[config.mk]
export PLATFORM = sky130hd
export DESIGN_NAME = image_header_stream_parser
export DESIGN_NICKNAME = d
export VERILOG_FILES = /design/src/rtl/ihsp_pkg.sv /design/src/rtl/ihsp_queue.sv /design/src/rtl/ihsp_front.sv /design/src/rtl/ihsp_back.sv /design/src/rtl/image_header_stream_parser.sv
export SDC_FILE = /design/constraint.sdc
export NUM_CORES = 2
export LEC_CHECK = 0
export ABC_AREA = 1
export BUFFER_PORTS_ARGS = -buffer_cell sky130_fd_sc_hd__buf_2
export CAP_MARGIN = 20
export CORE_MARGIN = 2
export CORE_UTILIZATION = 50
export DETAILED_ROUTE_END_ITERATION = 8
export PLACE_DENSITY = 0.68
export SLEW_MARGIN = 20
export SYNTH_ARGS = -nofsm -noshare
export SYNTH_HDL_FRONTEND = slang
export SYNTH_SLANG_ARGS = --single-unit
[constraint.sdc]
create_clock -name clock -period 16.8 [get_ports clock]
set_input_delay 5.04 -clock clock [delete_from_list [all_inputs] [get_ports clock]]
set_output_delay 5.04 -clock clock [all_outputs]
set_load 0.01 [all_outputs]
[src/rtl/ihsp_pkg.sv]
// Shared types and constants of the image header stream parser.
`default_nettype none

package ihsp_pkg;

   typedef enum logic [3:0] {
      PH_IDLE,
      PH_MAGIC,
      PH_HDR,
      PH_CONT,
      PH_WID,
      PH_HGT,
      PH_CAPTION,
      PH_TAGS,
      PH_PIXELS,
      PH_DONE,
      PH_HALT
   } phase_type;

   typedef enum logic [3:0] {
      KIND_HDRSIZE      = 4'd0,
      KIND_CONTENTSIZE  = 4'd1,
      KIND_WIDTH        = 4'd2,
      KIND_HEIGHT       = 4'd3,
      KIND_CAPTION      = 4'd4,
      KIND_TAGCHAR      = 4'd5,
      KIND_TAGEND       = 4'd6,
      KIND_PIXEL        = 4'd7,
      KIND_BADMAGIC     = 4'd8,
      KIND_SIZEMISMATCH = 4'd9
   } kind_type;

   typedef struct packed {
      kind_type    kind;
      logic [63:0] value;
      logic        last;
   } result_type;

   localparam logic [63:0] MAGIC_WORD         = 64'h0000_0000_4646_4943;
   localparam logic [63:0] FIXED_HEADER_BYTES = 64'd36;
   localparam logic [63:0] PIXEL_BYTES        = 64'd3;
   localparam logic [63:0] TWO_PIXEL_BYTES    = 64'd6;
   localparam logic [7:0]  CHAR_NEWLINE       = 8'h0A;
   localparam logic [7:0]  CHAR_NUL           = 8'h00;
   localparam logic [2:0]  MAGIC_LAST_POS     = 3'd3;
   localparam logic [2:0]  FIELD_LAST_POS     = 3'd7;
   localparam logic [2:0]  PIXEL_RED_POS      = 3'd0;
   localparam logic [2:0]  PIXEL_GREEN_POS    = 3'd1;
   localparam logic [2:0]  PIXEL_BLUE_POS     = 3'd2;
   localparam int          QUEUE_DEPTH_DEF    = 4;

endpackage

`default_nettype wire

[src/rtl/ihsp_queue.sv]
// Small result queue between the parser front end and the output stage.
`default_nettype none

module ihsp_queue #(
   parameter int DEPTH = ihsp_pkg::QUEUE_DEPTH_DEF
) (
   input  wire logic                 clock,
   input  wire logic                 reset,
   input  wire logic                 push,
   input  wire ihsp_pkg::result_type push_data,
   input  wire logic                 pop,
   output      ihsp_pkg::result_type pop_data,
   output      logic                 full,
   output      logic                 not_empty
);
   import ihsp_pkg::*;

   localparam int PTR_W = (DEPTH > 1) ? $clog2(DEPTH) : 1;
   localparam int CNT_W = $clog2(DEPTH + 1);

   result_type        entries_ff [DEPTH];
   logic [PTR_W-1:0]  wr_ptr_ff, wr_ptr_in;
   logic [PTR_W-1:0]  rd_ptr_ff, rd_ptr_in;
   logic [CNT_W-1:0]  count_ff, count_in;
   logic              do_push, do_pop;

   assign full      = (count_ff == CNT_W'(DEPTH));
   assign not_empty = (count_ff != '0);
   assign do_push   = push && !full;
   assign do_pop    = pop && not_empty;
   assign pop_data  = entries_ff[rd_ptr_ff];

   always_comb begin
      wr_ptr_in = wr_ptr_ff;
      rd_ptr_in = rd_ptr_ff;
      count_in  = count_ff;
      if (do_push) begin
         wr_ptr_in = (wr_ptr_ff == PTR_W'(DEPTH - 1)) ? '0 : wr_ptr_ff + PTR_W'(1);
      end
      if (do_pop) begin
         rd_ptr_in = (rd_ptr_ff == PTR_W'(DEPTH - 1)) ? '0 : rd_ptr_ff + PTR_W'(1);
      end
      case ({do_push, do_pop})
         2'b10:   count_in = count_ff + CNT_W'(1);
         2'b01:   count_in = count_ff - CNT_W'(1);
         default: count_in = count_ff;
      endcase
   end

   always_ff @(posedge clock) begin
      if (reset) begin
         wr_ptr_ff <= '0;
         rd_ptr_ff <= '0;
         count_ff  <= '0;
      end else begin
         wr_ptr_ff <= wr_ptr_in;
         rd_ptr_ff <= rd_ptr_in;
         count_ff  <= count_in;
      end
   end

   always_ff @(posedge clock) begin
      if (do_push) begin
         entries_ff[wr_ptr_ff] <= push_data;
      end
   end

endmodule

`default_nettype wire

[src/rtl/ihsp_front.sv]
// Parser front end: takes file bytes, tracks the parse phase, builds results.
`default_nettype none

module ihsp_front (
   input  wire logic                 clock,
   input  wire logic                 reset,
   input  wire logic                 in_valid,
   input  wire logic [7:0]           in_data,
   input  wire logic                 in_first,
   input  wire logic                 in_ready,
   output      logic                 push,
   output      ihsp_pkg::result_type push_data
);
   import ihsp_pkg::*;

   phase_type   phase_ff, phase_in;
   logic [2:0]  pos_ff, pos_in;
   logic [63:0] field_ff, field_in;
   logic [63:0] hl_ff, hl_in;
   logic [63:0] cl_ff, cl_in;
   logic [63:0] w3_ff, w3_in;
   logic [63:0] prod_ff, prod_in;
   logic [63:0] hc_ff, hc_in;
   logic [63:0] rem_ff, rem_in;
   logic [15:0] pp_ff, pp_in;

   logic        fire;
   phase_type   cur_phase;
   logic [2:0]  cur_pos;
   logic [63:0] cur_field;
   logic [63:0] byte_ext;
   logic [63:0] assembled;
   logic [71:0] hgt_mul;
   logic [63:0] hgt_term;
   logic [63:0] prod_sum;
   logic [63:0] hc_inc;
   phase_type   content_phase;

   assign fire          = in_valid && in_ready;
   assign cur_phase     = in_first ? PH_MAGIC : phase_ff;
   assign cur_pos       = in_first ? 3'd0 : pos_ff;
   assign cur_field     = in_first ? 64'd0 : field_ff;
   assign byte_ext      = {56'd0, in_data};
   assign assembled     = cur_field | (byte_ext << {cur_pos, 3'b000});
   // width*3 times one height byte, placed at that byte's weight
   assign hgt_mul       = w3_ff * in_data;
   assign hgt_term      = hgt_mul[63:0] << {cur_pos, 3'b000};
   assign prod_sum      = prod_ff + hgt_term;
   assign hc_inc        = hc_ff + 64'd1;
   assign content_phase = (cl_ff >= PIXEL_BYTES) ? PH_PIXELS : PH_DONE;

   always_comb begin
      phase_in  = phase_ff;
      pos_in    = pos_ff;
      field_in  = field_ff;
      hl_in     = hl_ff;
      cl_in     = cl_ff;
      w3_in     = w3_ff;
      prod_in   = prod_ff;
      hc_in     = hc_ff;
      rem_in    = rem_ff;
      pp_in     = pp_ff;
      push      = 1'b0;
      push_data = '{kind: KIND_HDRSIZE, value: 64'd0, last: 1'b0};

      if (fire) begin
         phase_in = cur_phase;
         pos_in   = cur_pos;
         field_in = cur_field;
         case (cur_phase)
            PH_MAGIC: begin
               field_in = assembled;
               pos_in   = cur_pos + 3'd1;
               if (cur_pos == MAGIC_LAST_POS) begin
                  field_in = 64'd0;
                  pos_in   = 3'd0;
                  if (assembled != MAGIC_WORD) begin
                     push      = 1'b1;
                     push_data = '{kind: KIND_BADMAGIC, value: assembled, last: 1'b1};
                     phase_in  = PH_HALT;
                  end else begin
                     phase_in = PH_HDR;
                  end
               end
            end
            PH_HDR, PH_CONT, PH_WID, PH_HGT: begin
               field_in = assembled;
               pos_in   = cur_pos + 3'd1;
               if (cur_phase == PH_HGT) begin
                  prod_in = prod_sum;
               end
               if (cur_pos == FIELD_LAST_POS) begin
                  field_in = 64'd0;
                  pos_in   = 3'd0;
                  push     = 1'b1;
                  case (cur_phase)
                     PH_HDR: begin
                        hl_in     = assembled;
                        push_data = '{kind: KIND_HDRSIZE, value: assembled, last: 1'b0};
                        phase_in  = PH_CONT;
                     end
                     PH_CONT: begin
                        cl_in     = assembled;
                        push_data = '{kind: KIND_CONTENTSIZE, value: assembled, last: 1'b0};
                        phase_in  = PH_WID;
                     end
                     PH_WID: begin
                        w3_in     = assembled + {assembled[62:0], 1'b0};
                        prod_in   = 64'd0;
                        push_data = '{kind: KIND_WIDTH, value: assembled, last: 1'b0};
                        phase_in  = PH_HGT;
                     end
                     default: begin
                        if (prod_sum != cl_ff) begin
                           push_data = '{kind: KIND_SIZEMISMATCH, value: prod_sum,
                                         last: 1'b1};
                           phase_in  = PH_HALT;
                        end else begin
                           push_data = '{kind: KIND_HEIGHT, value: assembled, last: 1'b0};
                           hc_in     = FIXED_HEADER_BYTES;
                           phase_in  = PH_CAPTION;
                        end
                     end
                  endcase
               end
            end
            PH_CAPTION: begin
               hc_in     = hc_inc;
               push      = 1'b1;
               push_data = '{kind: KIND_CAPTION, value: byte_ext, last: 1'b0};
               if (in_data == CHAR_NEWLINE) begin
                  if (hc_inc >= hl_ff) begin
                     pos_in   = 3'd0;
                     rem_in   = cl_ff;
                     phase_in = content_phase;
                  end else begin
                     phase_in = PH_TAGS;
                  end
               end
            end
            PH_TAGS: begin
               hc_in = hc_inc;
               push  = 1'b1;
               if (in_data == CHAR_NUL) begin
                  push_data = '{kind: KIND_TAGEND, value: 64'd0, last: 1'b0};
               end else begin
                  push_data = '{kind: KIND_TAGCHAR, value: byte_ext, last: 1'b0};
               end
               if (hc_inc >= hl_ff) begin
                  pos_in   = 3'd0;
                  rem_in   = cl_ff;
                  phase_in = content_phase;
               end
            end
            PH_PIXELS: begin
               case (cur_pos)
                  PIXEL_RED_POS: begin
                     pp_in  = {in_data, 8'd0};
                     pos_in = PIXEL_GREEN_POS;
                  end
                  PIXEL_GREEN_POS: begin
                     pp_in  = {pp_ff[15:8], in_data};
                     pos_in = PIXEL_BLUE_POS;
                  end
                  default: begin
                     // rem_ff counts content bytes not yet in a finished pixel
                     push      = 1'b1;
                     push_data = '{kind: KIND_PIXEL, value: {40'd0, pp_ff, in_data},
                                   last: (rem_ff < TWO_PIXEL_BYTES)};
                     rem_in    = rem_ff - PIXEL_BYTES;
                     pp_in     = 16'd0;
                     pos_in    = PIXEL_RED_POS;
                     if (rem_ff < TWO_PIXEL_BYTES) begin
                        phase_in = PH_DONE;
                     end
                  end
               endcase
            end
            default: begin
               // idle, done or halted: drop the byte
               phase_in = cur_phase;
            end
         endcase
      end
   end

   always_ff @(posedge clock) begin
      if (reset) begin
         phase_ff <= PH_IDLE;
         pos_ff   <= 3'd0;
      end else begin
         phase_ff <= phase_in;
         pos_ff   <= pos_in;
      end
   end

   always_ff @(posedge clock) begin
      field_ff <= field_in;
      hl_ff    <= hl_in;
      cl_ff    <= cl_in;
      w3_ff    <= w3_in;
      prod_ff  <= prod_in;
      hc_ff    <= hc_in;
      rem_ff   <= rem_in;
      pp_ff    <= pp_in;
   end

endmodule

`default_nettype wire

[src/rtl/ihsp_back.sv]
// Output stage: moves queued results into the result stream register.
`default_nettype none

module ihsp_back (
   input  wire logic                 clock,
   input  wire logic                 reset,
   input  wire logic                 q_valid,
   input  wire ihsp_pkg::result_type q_data,
   output      logic                 q_pop,
   output      logic                 out_valid,
   input  wire logic                 out_ready,
   output      ihsp_pkg::result_type out_data
);
   import ihsp_pkg::*;

   logic       valid_ff, valid_in;
   result_type data_ff, data_in;

   // load whenever the register is empty or its beat is taken this cycle
   assign q_pop     = q_valid && (!valid_ff || out_ready);
   assign out_valid = valid_ff;
   assign out_data  = data_ff;

   always_comb begin
      valid_in = valid_ff;
      data_in  = data_ff;
      if (q_pop) begin
         valid_in = 1'b1;
         data_in  = q_data;
      end else if (out_ready) begin
         valid_in = 1'b0;
      end
   end

   always_ff @(posedge clock) begin
      if (reset) begin
         valid_ff <= 1'b0;
      end else begin
         valid_ff <= valid_in;
      end
   end

   always_ff @(posedge clock) begin
      data_ff <= data_in;
   end

endmodule

`default_nettype wire

[src/rtl/image_header_stream_parser.sv]
// Image header stream parser: one file byte per beat in, parse results out.
// Throughput: one byte per cycle while results are taken; a byte yields at most one result.
// A result is written into the queue, then into the output register, which drives rsp.
// The size check folds width*3 times each height byte in as it arrives.
// Reset (synchronous, active high) returns the parse to idle and empties the queue.
`default_nettype none

module image_header_stream_parser #(
   parameter int QUEUE_DEPTH = ihsp_pkg::QUEUE_DEPTH_DEF
) (
   input  wire logic        clock,
   input  wire logic        reset,
   input  wire logic        req_tvalid,
   output      logic        req_tready,
   input  wire logic [7:0]  req_tdata,   // [7:0] data_byte
   input  wire logic        req_tuser,   // [0] first
   output      logic        rsp_tvalid,
   input  wire logic        rsp_tready,
   output      logic [63:0] rsp_tdata,   // [63:0] value
   output      logic [3:0]  rsp_tuser,   // [3:0] kind
   output      logic        rsp_tlast    // last
);
   import ihsp_pkg::*;

   logic       push;
   result_type push_data;
   logic       pop;
   result_type pop_data;
   logic       q_full;
   logic       q_not_empty;
   result_type out_data;

   assign req_tready = !q_full;

   ihsp_front u_front (
      .clock     (clock),
      .reset     (reset),
      .in_valid  (req_tvalid),
      .in_data   (req_tdata),
      .in_first  (req_tuser),
      .in_ready  (req_tready),
      .push      (push),
      .push_data (push_data)
   );

   ihsp_queue #(
      .DEPTH (QUEUE_DEPTH)
   ) u_queue (
      .clock     (clock),
      .reset     (reset),
      .push      (push),
      .push_data (push_data),
      .pop       (pop),
      .pop_data  (pop_data),
      .full      (q_full),
      .not_empty (q_not_empty)
   );

   ihsp_back u_back (
      .clock     (clock),
      .reset     (reset),
      .q_valid   (q_not_empty),
      .q_data    (pop_data),
      .q_pop     (pop),
      .out_valid (rsp_tvalid),
      .out_ready (rsp_tready),
      .out_data  (out_data)
   );

   assign rsp_tdata = out_data.value;
   assign rsp_tuser = out_data.kind;
   assign rsp_tlast = out_data.last;

endmodule

`default_nettype wire

==> impl_metrics.csv <==
group,metric,value,unit
detailed_routing,wl_per_cell,24.2,um
grt,grt_pass1_wl,347000,um
job,max-cap-violations,0,
final_layout,layout_common_cells,"nand2_1, inv_1, nor2_1",
final_layout,syn2layout_area_growth,9.30,%
worst_setup_path,setup.worst_path.end_class,"flip-flop",
sta,relSlewSlack,16.2,%
sta,min_period,15.48,ns
final_layout,nets,8620,
sta,rsz0062_at_grt,"false",
floorplan,initial_utilization,50.3,%
sta,skew,0.0617,ns
detailed_routing,route.detailed.drc,0,
detailed_routing,dr_total_vias,56700,
floorplan,num_rows,132,
detailed_routing,via_per_inst,5.80,
synth,syn_nets,8575,
grt,grt_pass1_vias,54300,
synth,ys_ff_latch,824,
worst_setup_path,worstSetupPathType,"input port to flip-flop",
synth,synth_flop_cell,"edfxtp_1",
detailed_routing,drt_first_pass_iters,6,
sta,tightest_slew,1.25,ns
worst_setup_path,reg2reg_depth,46,
power,peakVddDrop,0.117,mV
clocking,root_buffer,"clkbuf_16",
clocking,postCtsHoldBufs,0,
detailed_routing,antenna_left,0,
grt,grt_antenna_before_repair,13,
power,power_frac_comb,60.9,%
sta,drv_slew,0,
floorplan,die_y,364,um
placed_design,place_congestion,1.05,
clocking,htree_levels,3,
worst_setup_path,crit_path_max_incr_delay,0.63,ns
clocking,cts_tree,"yes",
detailed_routing,met2_length,99700,um
worst_setup_path,worstPathMaxFanout,24,
clocking,cts_post_setup_buffers_inserted,0,
placed_design,hpwl,179000,um
sta,fmax,64.6,MHz
synth,synthArstFlopShare,0,%
detailed_routing,wl_met1,95900,um
detailed_routing,wirelength,236000,um
synth,yosysWarningCount,0,
floorplan,die_w,364,um
floorplan,die-area,133000,sq um
worst_setup_path,crit_path_frequent_cell,"nand2_1",
power,power.density,169,nW/um^2
detailed_routing,initialDrtViolationCount,6874,
sta,hold_violations,0,
worst_setup_path,worstSetupStartpointType,"input port",
worst_setup_path,reg2reg_slack,5.63,ns
sta,fin_setup_tns,0,ns
detailed_routing,routed.top_layer,"met5",
clocking,cts-resized-gates,0,
final_layout,post-route-util,55.0,%
min_path,hold_path_class,"flip-flop to flip-flop",
worst_setup_path,rr_startpoint,"u_front.w3_ff[4]$_DFFE_PP_",
power,p_sw_share,52.6,%
clocking,cts_sinks,824,
power,p_leak,30.6,nW
grt,grt_usage,35.5,%
clocking,cts_buffers,90,
synth,syn_avg_cell_area,8.21,sq um
sta,setup_viol_count_final,0,
synth,syn_inst,7905,
clocking,clock_tree.buffer_depth,3,
sta,period_share,92.1,%
grt,grt_max_degree,92,
final_layout,drive_gt1_share,6.64,%
clocking,path_clk_slew,0.06,ns
floorplan,pin_count,84,
synth,synth_seq_area_share,37.9,%
min_path,hold_start,"u_queue.count_ff[0]$_SDFFE_PP0P_",
synth,synth_edf_count,809,
power,power_frac_seq,21.2,%
synth,syn_area,64900,sq um
final_layout,layout_commonest_cell,"nand2_1",
detailed_routing,wl_met3,24700,um
power,power.internal,5.70,mW
grt,grt-ovfl-total,0,
floorplan,core_area,129000,sq um
placed_design,io_buffer_count,83,
worst_setup_path,required,17.31,ns
outcome,status,"complete, no violations",
min_path,whs_endpoint,"u_queue.count_ff[0]$_SDFFE_PP0P_",
power,pwr-share-clk,17.9,%
worst_setup_path,slowest_stage,"buf_2",
min_path,min_delay_path_depth,1,
power,power_switching,6.32,mW
synth,yosysUniqueCellTypes,75,
worst_setup_path,r2r-end,"u_queue.entries_ff[3][46]$_DFFE_PP_",
worst_setup_path,arrival,15.99,ns
clocking,insertion_delay,0.74,ns
## layer usage
metal	vias to the layer above	global-route usage [%]
met2	2979	52.1
met1	27200	48.7
met3	507	7.07
met4	14	21.2
li1	26000	-
met5	-	0
## sequential cells by signal (all words and copies together) (netlist names)
name	count
u_back.out_data	69
u_back.out_valid	1
u_front.cl_ff	64
u_front.field_ff	64
u_front.hc_ff	64
u_front.hl_ff	64
u_front.phase_ff	4
u_front.pos_ff	3
u_front.pp_ff	16
u_front.prod_ff	64
u_front.rem_ff	64
u_front.w3_ff	64
u_queue.count_ff	3
u_queue.entries_ff	276
u_queue.rd_ptr_ff	2
u_queue.wr_ptr_ff	2
## layout make-up
type                            count  area (sq um)
Fill cell                       12100         58200
Multi-Input combinational cell   5461         34300
Sequential cell                   824         24600
Inverter                         1323          4970
Clock buffer                      110          2350
Tap cell                         1742          2180
Timing Repair Buffer              250          1720
Clock inverter                     59           827
Antenna cell                       10          25.0
## worst max-delay path by stage
stage,from,end,depth (start not counted)
final,req_tdata[2],u_queue.entries_ff[3][46]$_DFFE_PP_,47
after global placement,req_tdata[2],u_queue.entries_ff[3][46]$_DFFE_PP_,47
after floorplan,req_tdata[6],u_front.hc_ff[0]$_SDFFCE_PP0P_,47
after CTS,req_tdata[2],u_queue.entries_ff[2][46]$_DFFE_PP_,47
after detailed placement,req_tdata[2],u_queue.entries_ff[2][46]$_DFFE_PP_,47
after global routing,req_tdata[2],u_queue.entries_ff[0][46]$_DFFE_PP_,50
## critical path, delay by kind of cell
family          cells  cell delay, ns
compound gates     13            3.35
fa+ha+maj           6            2.87
buf+inv             6            1.21
simple gates       22            3.44
## power groups by stage
stage	clock network (mW)	registers (mW)	logic, mW
after floorplan	0	2.63	4.03
after global placement	0	2.59	7.04
after detailed placement	0	2.59	7.01
after CTS	2.17	2.55	7.05
after global routing	2.25	2.56	7.81
final	2.16	2.55	7.32
## cells by family (layout without fill, tap and decap cells)
| logic type | count (synthesis) | count (layout) | share of synthesized area, % |
|---|---|---|---|
| adders and majority gates | 657 | 657 | 16.7 |
| buffers and inverters | 1620 | 1742 | 9.51 |
| muxes | 3 | 3 | 0.0462 |
| and+or+nand+nor | 3302 | 3302 | 21.3 |
| xor gates and xnor gates | 247 | 247 | 3.48 |
| DFF | 824 | 824 | 37.9 |
| other | 0 | 10 | 0 |
| AOI/OAI and AO/OA | 1252 | 1252 | 11.1 |
## synthesized netlist by cell type (all sizes together), types with 3 or more instances
| cell | number | area share [%] |
|---|---|---|
| nand2 | 1800 | 11 |
| ha | 306 | 5.9 |
| o21bai | 32 | 0.37 |
| a21oi | 375 | 2.9 |
| nor2 | 842 | 5.0 |
| o22ai | 89 | 0.86 |
| nor4 | 68 | 0.68 |
| o211ai | 62 | 0.72 |
| o311ai | 4 | 0.054 |
| and3 | 4 | 0.039 |
| clkbuf | 224 | 1.4 |
| a21boi | 18 | 0.21 |
| inv | 1317 | 7.6 |
| nor3 | 106 | 0.87 |
| a211oi | 62 | 0.72 |
| and2 | 5 | 0.048 |
| xnor2 | 96 | 1.3 |
| xnor3 | 6 | 0.21 |
| a31oi | 67 | 0.65 |
| o31ai | 8 | 0.092 |
| or2 | 27 | 0.26 |
| nand3 | 324 | 2.6 |
| xor2 | 145 | 2.0 |
| o2111ai | 6 | 0.081 |
| a21o | 21 | 0.24 |
| nand4 | 95 | 0.92 |
| mux2i | 3 | 0.046 |
| fa | 351 | 11 |
| o21a | 14 | 0.16 |
| dfxtp | 15 | 0.46 |
| o221ai | 10 | 0.13 |
| clkinv | 6 | 0.035 |
| buf | 73 | 0.50 |
| nand3b | 24 | 0.28 |
| o21ai | 469 | 3.6 |
| edfxtp | 809 | 37 |
## metrics by stage
stage | instances | instance area, sq um | setup WS [ns] | hold slack [ns] | power, mW
detailed placement | 9600 | 67800 | 0.761 | 0.450 | 9.60
floorplan | 7905 | 64900 | 0.504 | 0.422 | 6.66
global placement | 9600 | 67800 | 0.881 | 0.440 | 9.63
CTS | 9769 | 70900 | 1.50 | 0.463 | 11.8
finish | 9779 | 71000 | 1.32 | 0.469 | 12.0
global route | 9769 | 70900 | 0.915 | 0.500 | 12.6
(Power assumes the default switching activity.)
